**src/rtl/cle_pkg.sv**
```systemverilog
`timescale 1ns / 1ps
// ----------------------------------------------------------------------------
// cle_pkg
// Request kinds, status codes and fixed field widths of the circular list
// engine.
// ----------------------------------------------------------------------------
package cle_pkg;

	localparam int VALUE_W = 32;
	localparam int POS_W   = 7;
	localparam int KIND_W  = 4;
	localparam int STAT_W  = 2;

	typedef enum logic [KIND_W-1:0] {
		K_INS_FIRST = 4'd0,
		K_INS_LAST  = 4'd1,
		K_DEL_FIRST = 4'd2,
		K_DEL_LAST  = 4'd3,
		K_INS_POS   = 4'd4,
		K_DEL_POS   = 4'd5,
		K_REVERSE   = 4'd6,
		K_COUNT     = 4'd7,
		K_READ      = 4'd8
	} kind_t;

	typedef enum logic [STAT_W-1:0] {
		ST_OK    = 2'd0,
		ST_EMPTY = 2'd1,
		ST_RANGE = 2'd2,
		ST_FULL  = 2'd3
	} status_t;

endpackage

```
**src/rtl/circular_list_engine.sv**
```systemverilog
`timescale 1ns / 1ps
// ----------------------------------------------------------------------------
// circular_list_engine
// Bounded ordered list of signed 32-bit values kept as a circular linked
// store with a free list; one result word per request word.
// ----------------------------------------------------------------------------
// One request is worked at a time. Front inserts and deletes, back inserts
// and deletes, positional requests and reads walk the links from the head,
// one link per cycle through the link RAM's read port, walking at most as
// many links as the list is long; reverse walks to the tail and then
// rewrites every link. Count, failing requests and unused kinds go straight
// to the result. The next request is taken once the current one has reached
// the output register.
module circular_list_engine #(
	parameter int CAPACITY = 64
) (
	input  logic                          clk,
	input  logic                          arst_n,
	input  logic                          in_valid,
	output logic                          in_stall,
	input  logic [cle_pkg::KIND_W-1:0]    kind,
	input  logic [cle_pkg::VALUE_W-1:0]   value_in,
	input  logic [cle_pkg::POS_W-1:0]     position,
	output logic                          out_valid,
	input  logic                          out_stall,
	output logic [cle_pkg::STAT_W-1:0]    status,
	output logic [cle_pkg::VALUE_W-1:0]   value_out,
	output logic [cle_pkg::POS_W-1:0]     length
);

	import cle_pkg::*;

	localparam int AW = (CAPACITY > 1) ? $clog2(CAPACITY) : 1;
	localparam int CW = $clog2(CAPACITY + 1);
	localparam int PW = (CW > POS_W) ? CW : POS_W;

	typedef enum logic [5:0] {
		S_IDLE = 6'b000001,
		S_WALK = 6'b000010,
		S_W1   = 6'b000100,
		S_W2   = 6'b001000,
		S_REV  = 6'b010000,
		S_DONE = 6'b100000
	} state_t;

	typedef enum logic [2:0] {
		OP_INS_HEAD,
		OP_INS_AFTER,
		OP_DEL_HEAD,
		OP_DEL_AFTER,
		OP_REV,
		OP_READ
	} op_t;

	state_t              state_q;
	op_t                 op_q;
	logic                keep_q;
	logic [VALUE_W-1:0]  val_q;
	logic [CW-1:0]       cnt_q;
	logic                pend_q;
	logic [AW-1:0]       cur_q;
	logic [AW-1:0]       a_q;
	logic [AW-1:0]       b_q;
	logic [AW-1:0]       head_q;
	logic [CW-1:0]       count_q;
	logic [CW-1:0]       hw_q;
	status_t             res_status_q;
	logic [VALUE_W-1:0]  res_value_q;
	logic                out_valid_q;
	logic [STAT_W-1:0]   status_q;
	logic [VALUE_W-1:0]  value_q;
	logic [POS_W-1:0]    length_q;

	logic                link_we;
	logic [AW-1:0]       link_waddr, link_wdata, link_raddr, link_rdata;
	logic                elem_we;
	logic [VALUE_W-1:0]  elem_rdata;
	logic                fl_we;
	logic [AW-1:0]       fl_waddr, fl_rdata;

	logic [AW-1:0]       fs;
	logic                is_empty, is_full, is_one;
	logic [PW-1:0]       pos_w, n_w;
	logic [CW-1:0]       pos_c;
	logic                pos_gt_n, pos_ge_n, pos_zero;
	logic                ins_op;
	logic                load_out;

	// request decode helpers
	assign is_empty = (count_q == '0);
	assign is_one   = (count_q == CW'(1));
	assign is_full  = (count_q >= CW'(CAPACITY));
	assign pos_w    = PW'(position);
	assign n_w      = PW'(count_q);
	assign pos_gt_n = (pos_w > n_w);
	assign pos_ge_n = (pos_w >= n_w);
	assign pos_zero = (position == '0);
	assign pos_c    = CW'(pos_w);
	assign ins_op   = (op_q == OP_INS_HEAD) || (op_q == OP_INS_AFTER);

	// result moves into the output register
	assign load_out = (state_q == S_DONE) && (!out_valid_q || !out_stall);

	// free slot: at or above the high-water mark the next slot is the count itself, else the free list
	assign fs = (count_q >= hw_q) ? count_q[AW-1:0] : fl_rdata;

	// link RAM port control
	always_comb begin
		link_raddr = cur_q;
		link_we    = 1'b0;
		link_waddr = cur_q;
		link_wdata = fs;
		unique case (state_q)
			S_WALK: begin
				if (pend_q) begin
					link_raddr = link_rdata;
				end
			end
			S_REV: begin
				if (pend_q && cnt_q != '0) begin
					link_raddr = link_rdata;
					link_we    = 1'b1;
					link_wdata = a_q;
				end
			end
			S_W1: begin
				if (ins_op) begin
					link_we    = 1'b1;
					link_waddr = is_empty ? fs : cur_q;
				end else begin
					link_raddr = b_q;
				end
			end
			S_W2: begin
				if (ins_op) begin
					link_we    = 1'b1;
					link_waddr = fs;
					link_wdata = b_q;
				end else if (!(op_q == OP_DEL_HEAD && is_one)) begin
					link_we    = 1'b1;
					link_wdata = link_rdata;
				end
			end
			default: begin
			end
		endcase
	end

	assign elem_we  = (state_q == S_W1) && ins_op;
	assign fl_we    = (state_q == S_W2) && !ins_op;
	assign fl_waddr = AW'(count_q - CW'(1));

	cle_ram #(.WIDTH(AW), .DEPTH(CAPACITY)) u_link_ram (
		.clk   (clk),
		.we    (link_we),
		.waddr (link_waddr),
		.wdata (link_wdata),
		.raddr (link_raddr),
		.rdata (link_rdata)
	);

	cle_ram #(.WIDTH(VALUE_W), .DEPTH(CAPACITY)) u_elem_ram (
		.clk   (clk),
		.we    (elem_we),
		.waddr (fs),
		.wdata (val_q),
		.raddr (cur_q),
		.rdata (elem_rdata)
	);

	cle_ram #(.WIDTH(AW), .DEPTH(CAPACITY)) u_free_ram (
		.clk   (clk),
		.we    (fl_we),
		.waddr (fl_waddr),
		.wdata (b_q),
		.raddr (count_q[AW-1:0]),
		.rdata (fl_rdata)
	);

	// output valid flag
	always_ff @(posedge clk or negedge arst_n) begin
		if (!arst_n) begin
			out_valid_q <= 1'b0;
		end else if (load_out) begin
			out_valid_q <= 1'b1;
		end else if (!out_stall) begin
			out_valid_q <= 1'b0;
		end
	end

	// control state
	always_ff @(posedge clk or negedge arst_n) begin
		if (!arst_n) begin
			state_q     <= S_IDLE;
			head_q      <= '0;
			count_q     <= '0;
			hw_q        <= '0;
			pend_q      <= 1'b0;
		end else begin
			unique case (state_q)
				S_IDLE: begin
					if (in_valid) begin
						val_q        <= value_in;
						res_status_q <= ST_OK;
						res_value_q  <= '0;
						cur_q        <= head_q;
						pend_q       <= 1'b0;
						b_q          <= head_q;
						keep_q       <= (kind == K_INS_LAST);
						state_q      <= S_DONE;
						unique case (kind)
							K_INS_FIRST, K_INS_LAST: begin
								if (is_full) begin
									res_status_q <= ST_FULL;
								end else begin
									op_q    <= OP_INS_HEAD;
									cnt_q   <= count_q - CW'(1);
									state_q <= is_empty ? S_W1 : S_WALK;
								end
							end
							K_DEL_FIRST: begin
								if (is_empty) begin
									res_status_q <= ST_EMPTY;
								end else begin
									op_q    <= OP_DEL_HEAD;
									cnt_q   <= count_q - CW'(1);
									state_q <= is_one ? S_W1 : S_WALK;
								end
							end
							K_DEL_LAST: begin
								if (is_empty) begin
									res_status_q <= ST_EMPTY;
								end else if (is_one) begin
									op_q    <= OP_DEL_HEAD;
									state_q <= S_W1;
								end else begin
									op_q    <= OP_DEL_AFTER;
									cnt_q   <= count_q - CW'(2);
									state_q <= S_WALK;
								end
							end
							K_INS_POS: begin
								if (is_empty) begin
									res_status_q <= ST_EMPTY;
								end else if (pos_gt_n) begin
									res_status_q <= ST_RANGE;
								end else if (is_full) begin
									res_status_q <= ST_FULL;
								end else if (pos_zero) begin
									op_q    <= OP_INS_HEAD;
									cnt_q   <= count_q - CW'(1);
									state_q <= S_WALK;
								end else begin
									op_q    <= OP_INS_AFTER;
									cnt_q   <= pos_c - CW'(1);
									state_q <= S_WALK;
								end
							end
							K_DEL_POS: begin
								if (is_empty) begin
									res_status_q <= ST_EMPTY;
								end else if (pos_ge_n) begin
									res_status_q <= ST_RANGE;
								end else if (pos_zero) begin
									op_q    <= OP_DEL_HEAD;
									cnt_q   <= count_q - CW'(1);
									state_q <= is_one ? S_W1 : S_WALK;
								end else begin
									op_q    <= OP_DEL_AFTER;
									cnt_q   <= pos_c - CW'(1);
									state_q <= S_WALK;
								end
							end
							K_REVERSE: begin
								if (is_empty) begin
									res_status_q <= ST_EMPTY;
								end else begin
									op_q    <= OP_REV;
									cnt_q   <= count_q - CW'(1);
									state_q <= S_WALK;
								end
							end
							K_COUNT: begin
								res_value_q <= VALUE_W'(count_q);
							end
							K_READ: begin
								if (is_empty) begin
									res_status_q <= ST_EMPTY;
								end else if (pos_ge_n) begin
									res_status_q <= ST_RANGE;
								end else begin
									op_q    <= OP_READ;
									cnt_q   <= pos_c;
									state_q <= S_WALK;
								end
							end
							default: begin
							end
						endcase
					end
				end

				// follow links from the head; exits with link[cur] on the read port
				S_WALK: begin
					if (pend_q && cnt_q == '0) begin
						unique case (op_q)
							OP_INS_AFTER, OP_DEL_AFTER: begin
								b_q     <= link_rdata;
								state_q <= S_W1;
							end
							OP_REV: begin
								a_q     <= cur_q;
								head_q  <= cur_q;
								cur_q   <= head_q;
								cnt_q   <= count_q;
								pend_q  <= 1'b0;
								state_q <= S_REV;
							end
							default: begin
								state_q <= S_W1;
							end
						endcase
					end else if (!pend_q) begin
						pend_q <= 1'b1;
					end else begin
						cur_q <= link_rdata;
						cnt_q <= cnt_q - CW'(1);
					end
				end

				// first write or read after the walk
				S_W1: begin
					if (op_q == OP_READ) begin
						res_value_q <= elem_rdata;
						state_q     <= S_DONE;
					end else begin
						if (op_q == OP_INS_HEAD) begin
							b_q <= is_empty ? fs : head_q;
						end
						state_q <= S_W2;
					end
				end

				// second link write, head and count update
				S_W2: begin
					if (ins_op) begin
						count_q <= count_q + CW'(1);
						if (op_q == OP_INS_HEAD && (!keep_q || is_empty)) begin
							head_q <= fs;
						end
					end else begin
						count_q <= count_q - CW'(1);
						if (count_q > hw_q) begin
							hw_q <= count_q;
						end
						if (op_q == OP_DEL_HEAD) begin
							head_q <= is_one ? '0 : link_rdata;
						end
					end
					state_q <= S_DONE;
				end

				// turn every link around, one per cycle
				S_REV: begin
					if (cnt_q == '0) begin
						state_q <= S_DONE;
					end else if (!pend_q) begin
						pend_q <= 1'b1;
					end else begin
						a_q   <= cur_q;
						cur_q <= link_rdata;
						cnt_q <= cnt_q - CW'(1);
					end
				end

				S_DONE: begin
					if (load_out) begin
						state_q <= S_IDLE;
					end
				end

				default: begin
					state_q <= S_IDLE;
				end
			endcase
		end
	end

	// output register payload
	always_ff @(posedge clk) begin
		if (load_out) begin
			status_q <= res_status_q;
			value_q  <= res_value_q;
			length_q <= POS_W'(count_q);
		end
	end

	assign in_stall  = (state_q != S_IDLE);
	assign out_valid = out_valid_q;
	assign status    = status_q;
	assign value_out = value_q;
	assign length    = length_q;

	// element count stays within the store
	a_count_bound: assert property (@(posedge clk) disable iff (!arst_n)
		count_q <= CW'(CAPACITY))
		else $error("element count above capacity");

	// an empty list always has its head at slot zero
	a_empty_head: assert property (@(posedge clk) disable iff (!arst_n)
		is_empty |-> head_q == '0)
		else $error("empty list with nonzero head");

	// count changes only when a request commits
	a_count_commit: assert property (@(posedge clk) disable iff (!arst_n)
		state_q != S_W2 |=> $stable(count_q))
		else $error("count changed outside commit");

	// a result is only loaded when the output register is free
	a_no_overwrite: assert property (@(posedge clk) disable iff (!arst_n)
		(out_valid_q && out_stall) |=> out_valid_q)
		else $error("pending result dropped");

	// an accepted request leaves idle
	a_accept_busy: assert property (@(posedge clk) disable iff (!arst_n)
		(in_valid && !in_stall) |=> state_q != S_IDLE)
		else $error("accepted request not started");

endmodule

```
**src/rtl/cle_ram.sv**
```systemverilog
`timescale 1ns / 1ps
// ----------------------------------------------------------------------------
// cle_ram
// Generic simple dual-port RAM: one write port, one read port, registered
// read data (old data on a same-address read and write).
// ----------------------------------------------------------------------------
module cle_ram #(
	parameter int WIDTH = 32,
	parameter int DEPTH = 64
) (
	input  logic                                    clk,
	input  logic                                    we,
	input  logic [((DEPTH > 1) ? $clog2(DEPTH) : 1)-1:0] waddr,
	input  logic [WIDTH-1:0]                        wdata,
	input  logic [((DEPTH > 1) ? $clog2(DEPTH) : 1)-1:0] raddr,
	output logic [WIDTH-1:0]                        rdata
);

	logic [WIDTH-1:0] mem [DEPTH];

	always_ff @(posedge clk) begin
		if (we) begin
			mem[waddr] <= wdata;
		end
		rdata <= mem[raddr];
	end

endmodule

```
**config.mk**
```make
export PLATFORM = sky130hd
export DESIGN_NAME = circular_list_engine
export DESIGN_NICKNAME = d
export VERILOG_FILES = /design/src/rtl/cle_pkg.sv /design/src/rtl/circular_list_engine.sv /design/src/rtl/cle_ram.sv
export SDC_FILE = /design/constraint.sdc
export NUM_CORES = 2
export LEC_CHECK = 0
export BUFFER_PORTS_ARGS = -buffer_cell sky130_fd_sc_hd__buf_2
export CORE_AREA = 5 5 449 451
export DETAILED_ROUTE_END_ITERATION = 12
export DIE_AREA = 0 0 454 456
export PLACE_DENSITY_LB_ADDON = 0.08
export SLEW_MARGIN = 20
export SYNTH_ARGS = -nofsm -noshare
export SYNTH_HDL_FRONTEND = slang
export SYNTH_SLANG_ARGS = --single-unit
export TNS_END_PERCENT = 20
```
**constraint.sdc**
```tcl
create_clock -name clk -period 9 [get_ports clk]
set_input_delay 1.8 -clock clk [delete_from_list [all_inputs] [get_ports clk]]
set_output_delay 1.8 -clock clk [all_outputs]
set_load 0.02 [all_outputs]
```
; Word level (Yosys, flattened, before mapping)
; Memory sizes are Yosys's and may differ from the RTL's. A register that Yosys moved wholly into a read port is not among the register bits.
; Index checks and enable logic that the tools add are counted.
[op_classes]
muxes = 119
multipliers = 0
div = 0
n_reduce_logical = 43
n_addsub = 5
eq_ne = 59
order_cmp = 5
shift = 0
n_bitwise = 1
[op_table]
columns = cell, count
row1 = $mux W6, 43
row2 = $mux W7, 19
row3 = $pmux W6 S6, 2
row4 = $mux W32, 2
row5 = $pmux W32 S2, 1
row6 = $pmux W6 S3, 3
row7 = $pmux W6 S2, 4
row8 = $pmux W7 S6, 1
row9 = $mux W3, 13
row10 = $ne A2 B2 Y1 const B, 18
row11 = $ne A3 B3 Y1 const B, 11
row12 = $logic_not A7 Y1, 3
row13 = $pmux W3 S7, 1
row14 = $pmux W7 S3, 1
row15 = $sub A7 B1 Y7 const B, 3
row16 = $mux W1, 20
row17 = $reduce_and A17 Y1, 1
row18 = $eq A4 B3 Y1 const B, 4
row19 = $reduce_and A15 Y1, 1
row20 = $ge A7 B7 Y1, 2
row21 = $gt A7 B7 Y1, 2
row22 = $reduce_bool A7 Y1, 2
row23 = $reduce_and A4 Y1, 3
row24 = $mux W2, 5
row25 = other kinds (37), 67
[totals]
mem_bits_ro = 0
ramBits = 2816
memories = 3
ff_bits = 164
in_bits = 47
elab_cells = 253
latchBits = 0
output_inout_bits = 43
[memory_table]
columns = memory, depth, width, read_ports, rd_ports_with_merged_regs, wr, line
row1 = u_elem_ram.mem, 64, 32, 1, 1, 1, cle_ram.sv:19  ; logic [WIDTH-1:0] mem [DEPTH];
row2 = u_free_ram.mem, 64, 6, 1, 1, 1, cle_ram.sv:19
row3 = u_link_ram.mem, 64, 6, 1, 1, 1, cle_ram.sv:19

; Depth between registers and ports, before layout
[logic_depth]
word_depth = 8
mapped_depth = 15

; By module
; A second synthesis with hierarchy kept.
[hier_totals]
hier_cells = 5688
hier_area_um2 = 117783.0
[by_module_without_submodules]
columns = mod, instances, cells_each, seq_area_each_um2, area_each_um2
row1 = cle_ram at u_elem_ram, 1, 3511, 62139.6, 79039.6
row2 = cle_ram at u_link_ram, 1, 720, 11651.2, 15225.9
row3 = cle_ram at u_free_ram, 1, 729, 11651.2, 15205.8
row4 = circular_list_engine, 1, 728, 4785.8, 8311.7

; Least setup slack after synthesis
; OpenSTA, ideal clock, no wires.
[synth_path]
path_kind = flip-flop to flip-flop
start = reg count_q[0]
end = mem u_link_ram.mem[0][5] in the netlist's numbering (data pin)
n_path_buf = 4
arrival_time_ps = 5823
slack_ps = 2476
period_less_slack_ps = 6524
stages_incl_launch_ff = 15
cell_sequence = dfrtp_1 > clkbuf_1 > buf_1 > clkbuf_1 > inv_1 > ha_1 > nand2b_1 > a21o_1 > a21o_1 > a21oi_1 > o21ai_1 > clkbuf_1 > mux2_2 > mux2i_1 > o21ai_0
[synth_via]
elab_chain_cells = 5
elab_cells_between_ends = 8
cone_classes = order compare (1) / eq/ne (1) / mux (5) / reduce/logical (1)
[synth_lines]
columns = item, line
row1 = from (decl), circular_list_engine.sv:65  ; logic [CW-1:0] count_q;
row2 = from (signal assigned), circular_list_engine.sv:347  ; count_q <= count_q + CW'(1);
row3 = from (signal assigned), circular_list_engine.sv:352  ; count_q <= count_q - CW'(1);
row4 = $ge A7 B7 Y1 or $eq A7 B1 Y1 (tied branches), "circular_list_engine.sv:105, circular_list_engine.sv:91"
row5 = $mux W6 or $logic_and A1 B1 Y1 (tied branches), "circular_list_engine.sv:105, circular_list_engine.sv:139"
row6 = $mux W6, circular_list_engine.sv:139  ; end else if (!(op_q == OP_DEL_HEAD && is_one)) begin
row7 = $mux W6, circular_list_engine.sv:135  ; if (ins_op) begin
row8 = $pmux W6 S2 *, circular_list_engine.sv:113  ; unique case (state_q)
row9 = net link_wdata[5], circular_list_engine.sv:75  ; logic [AW-1:0] link_waddr, link_wdata, link_raddr, link_rdata;
row10 = to (decl), cle_ram.sv:19
; Mark *: on every way through the listed nets, which the timed path passes. The rest lies on a longest branch.

; Worst setup path in the final report
[layout_path]
start = reg count_q[0]
end = mem u_elem_ram.mem[30][7] (enable)
[layout_via]
elab_chain_cells = 2
[layout_lines]
columns = item, line
row1 = $ge A7 B7 Y1, circular_list_engine.sv:105  ; assign fs = (count_q >= hw_q) ? count_q[AW-1:0] : fl_rdata;
row2 = $mux W6 *, circular_list_engine.sv:105
row3 = to (decl), cle_ram.sv:19
; Mark *: on every way between the ends. The rest lies on a longest branch, timed or not.

==> flow_summary.rst <==
.. list-table::
   :header-rows: 1

   * - Metric
     - Value
   * - R2r setup slk
     - 3.01 ns
   * - Tightest Hold Check Type
     - flop to flop
   * - Share of power burned in combinational logic
     - 0.144
   * - VDD IR-drop max
     - 0.320 mV
   * - I/O pin cnt
     - 90
   * - Slew Limit Fails
     - 0
   * - Core area
     - 197000 um2
   * - Overflow left after global routing
     - 0
   * - Initial Utilization
     - 0.597
   * - Crit path kind
     - flop to flop
   * - Cell variety after synth
     - 78
   * - List of most frequent post-synthesis cells
     - edfxtp_1, mux4_2, clkbuf_1, nor2_1, nand2_1
   * - Die Wd
     - 454 um
   * - Post-Route WL
     - 299000 um
   * - End of the worst register-to-register path
     - u_elem_ram.mem[30][7]
   * - Min Tclk post-route
     - 5.99 ns
   * - Type of destination of the critical path
     - flop
   * - Mean routed wirelength per cell
     - 35.2 um
   * - Cell area after synthesis
     - between 100000 and 150000 um2
   * - Root buffer selected by CTS
     - clkbuf_16
   * - Mean cell area of the mapped netlist
     - 21.9 um2
   * - Ranking of synthesized cells by area
     - edfxtp_1, mux4_2, dfxtp_1
   * - Status
     - finished clean
   * - Worst EP arrival
     - between 6 and 7 ns
   * - Final setup fails
     - 0
   * - Synthesis-to-finish area growth
     - 13.0%
   * - Clk network pwr share
     - 0.368
   * - Vias in the first global route
     - 56528
   * - H-tree lvl count
     - 5
   * - Kind of start point of the critical path
     - flop
   * - Total number of vias
     - 58037
   * - Buffer count from post-CTS setup fixing
     - 0
   * - Sink of the worst hold path
     - value_out[0]
   * - Normalized max-slew margin
     - 0.232
   * - Hold Path Origin
     - res_value_q[0]
   * - I/O Buffers
     - 89
   * - Cell type with the largest total area after synthesis
     - edfxtp_1
   * - Unrepaired setup endpoints after global routing
     - no
   * - Critical path launch point
     - count_q[0]
   * - Depth of the worst register-to-register path
     - 11
   * - Total CTS buffers
     - about 310
   * - Static leakage
     - between 40 and 50 nW
   * - Internal power
     - 25.2 mW
   * - Number of hold buffers added after CTS
     - 0
   * - Final core occ
     - 0.674
   * - Resized cells post-CTS
     - 0
   * - Syn_nets
     - 5423
   * - Half-perimeter wire length after placement
     - 179000 um
   * - Area fraction of the dominant cell type after synthesis
     - 0.755
   * - Synth async-reset ratio
     - 0.00926
   * - Switching share of power
     - 0.256
   * - Nets
     - 5690
   * - Synthesis-stage register bit count
     - 3024
   * - Share of final-layout standard cells stronger than drive strength 1
     - 0.293
   * - Maximum buffer depth of the clock tree
     - 4
   * - CTS tree
     - done
   * - Global routing usage on met2
     - 0.439
   * - Global-route total usage across every layer
     - 0.290
   * - Total negative slack for setup checks
     - 0 ns
   * - Number of detailed-route iterations in the first pass
     - 6
   * - Max frequency
     - 167 MHz
   * - Number of antenna violations at the first check in global routing
     - 21
   * - Crit path max fanout
     - 43
   * - Wire length of the first global-routing pass
     - approximately 420000 um
   * - Actual slew at the worst max-slew pin
     - 1.14 ns
   * - Weighted congestion reported at the end of routability-driven placement
     - 0.858
   * - Primary flip-flop cell chosen by synthesis mapping
     - edfxtp_1
   * - Part of the Yosys area used for sequential elements
     - 0.768
   * - Pwr/cell area
     - between 200 and 300 nW/um2
   * - Via/cell ratio
     - 6.83
   * - Worst Path Required
     - 9.63 ns
   * - Site row count
     - 163
   * - Clock tree skew after final layout
     - 0.0529 ns
   * - Switching power total
     - 8.69 mW
   * - Reg power frac
     - 0.487
   * - Max-cap check violation count
     - 0
   * - Count of unresolved DRC violations after routing
     - 0
   * - GRT met3 Usage
     - 0.0699
   * - Total number of yosys warnings
     - 0
   * - Height of the die
     - between 400 and 500 um
   * - Hold Path Depth
     - 0
   * - Global route hottest layer
     - met2
   * - Antenna Violating Nets Remaining
     - 0
   * - Post-synthesis cell count
     - 5353
   * - Die Outline Area
     - 207000 um2
   * - Number of synthesized flops with an enable pin
     - roughly 3000
   * - Fin crit share
     - 0.666
   * - Detailed router's first-iteration violation count
     - 8233
   * - Most used standard cell by instance count after synthesis
     - edfxtp_1
   * - Worst-Skew Late Latency
     - between 0.9 and 1 ns
   * - GR Util met1
     - 0.432
   * - Clock slew seen by the registers of the worst setup and hold paths
     - 0.06 ns
   * - FF-to-FF Start
     - count_q[0]
   * - Largest net degree at the start of global routing
     - 102
   * - Hold Vio Cnt, Final
     - 0
   * - Sink Count
     - just over 3000
placed cells by master (no fill, tap or decap), types with 20 or more instances in the layout:
cell type  instances
ha_1              23
o21ai_0           46
mux2i_1           24
and2_1            28
clkinv_1          44
a21oi_1           45
a211oi_1          29
dfxtp_1           44
bufinv_16         23
xnor2_1           20
nor3_1            23
edfxtp_1        2952
nor2_4            57
clkbuf_1          70
nand3_1           25
dfrtp_1           24
clkinv_2          45
a31oi_1           46
mux2_2            53
nand2_1          166
buf_16            21
o211ai_1          22
nor2_1           120
and3_1            32
mux4_2           822
buf_12            25
a221oi_1          45
buf_2             89
clkbuf_16        324
nor4_1            34
buf_4            130
nor4_2            34
o21a_1            22
inv_1             60
cell type report:
| cell class | count | area (um2) |
|---|---|---|
| multi-input cells | 1953 | 26600 |
| diodes | 9 | 22.5 |
| flip-flops and latches | 3024 | 90200 |
| clock inverters | 128 | 1210 |
| inverters | 62 | 233 |
| fillers | 12286 | 64100 |
| clock buffers | 412 | 8610 |
| well taps | 2640 | 3300 |
| repair buffers | 265 | 2500 |
per-layer routing:
| metal | vias to the layer above | wire length, um |
|---|---|---|
| met4 | 8 | 9030 |
| met3 | 481 | 32600 |
| met5 | - | 51 |
| met2 | 3441 | 141000 |
| li1 | 23270 | - |
| met1 | 30837 | 116000 |
critical path, stage by stage, from the launching register on:
cell and delay, ns:
dfrtp_4 0.95, inv_1 0.37, ha_1 0.41, nand2b_1 0.11, a21o_1 0.10, a21o_1 0.11, a21oi_1 0.07, o21ai_2 0.55
mux2i_1 0.87, nand3_1 0.81, nor2_4 1.04, buf_4 0.31
flip-flops by register name (all words and copies together), names as in the netlist, 6 cells and up:
| register | count |
|---|---|
| u_elem_ram.mem | 2048 |
| u_free_ram.mem | 384 |
| u_link_ram.mem | 384 |
| res_value_q | 32 |
| u_elem_ram.rdata | 32 |
| val_q | 32 |
| value_out | 32 |
| cnt_q | 7 |
| count_q | 7 |
| hw_q | 7 |
| length | 7 |
| a_q | 6 |
| b_q | 6 |
| cur_q | 6 |
| head_q | 6 |
| state_q | 6 |
| u_free_ram.rdata | 6 |
| u_link_ram.rdata | 6 |
logic make-up (layout without fill, tap and decap cells):
kind of cell,after synthesis,count (layout),share of synthesized area
fa+ha+maj,23,23,0.00245
xor+xnor,23,23,0.00172
buf+inv,376,867,0.0128
flops,3024,3024,0.768
other cells,0,9,0
compound gates,406,406,0.0253
mux,903,903,0.165
simple gates,598,598,0.0244
power by group through the flow:
stage / clock network (mW) / logic [mW] / registers [mW]
finish: 12.5 / 4.89 / 16.5
global route: 13.3 / 5.11 / 16.5
CTS: 12.7 / 4.89 / 16.5
detailed placement: 0 / 4.88 / 16.8
global placement: 0 / 4.84 / 16.8
floorplan: 0 / 2.60 / 16.9
metrics by stage:
stage                     cell area (um2)  hold WS, ns  power [mW]  instances  setup slack [ns]
final                              133000        0.415        33.9       8493              3.01
after global routing               133000        0.425        34.9       8486              2.56
after CTS                          132000        0.421        34.1       8470              2.53
after detailed placement           122000        0.406        21.7       7930              2.59
after global placement             122000        0.401        21.7       7902              2.50
after floorplan                    117000        0.400        19.5       5353              2.48
how the worst max path moves through the flow:
stage / to / slack [ns] / cells after the start
2_1_floorplan: u_link_ram.mem[0][5] / 2.48 / 14
3_3_place_gp: u_elem_ram.mem[35][21] / 2.50 / 11
3_5_place_dp: u_elem_ram.mem[31][7] / 2.59 / 11
4_1_cts: u_elem_ram.mem[31][13] / 2.53 / 11
5_1_grt: u_elem_ram.mem[31][13] / 2.56 / 11
6_report: u_elem_ram.mem[30][7] / 3.01 / 11
Power figures use the tool's default switching activity.
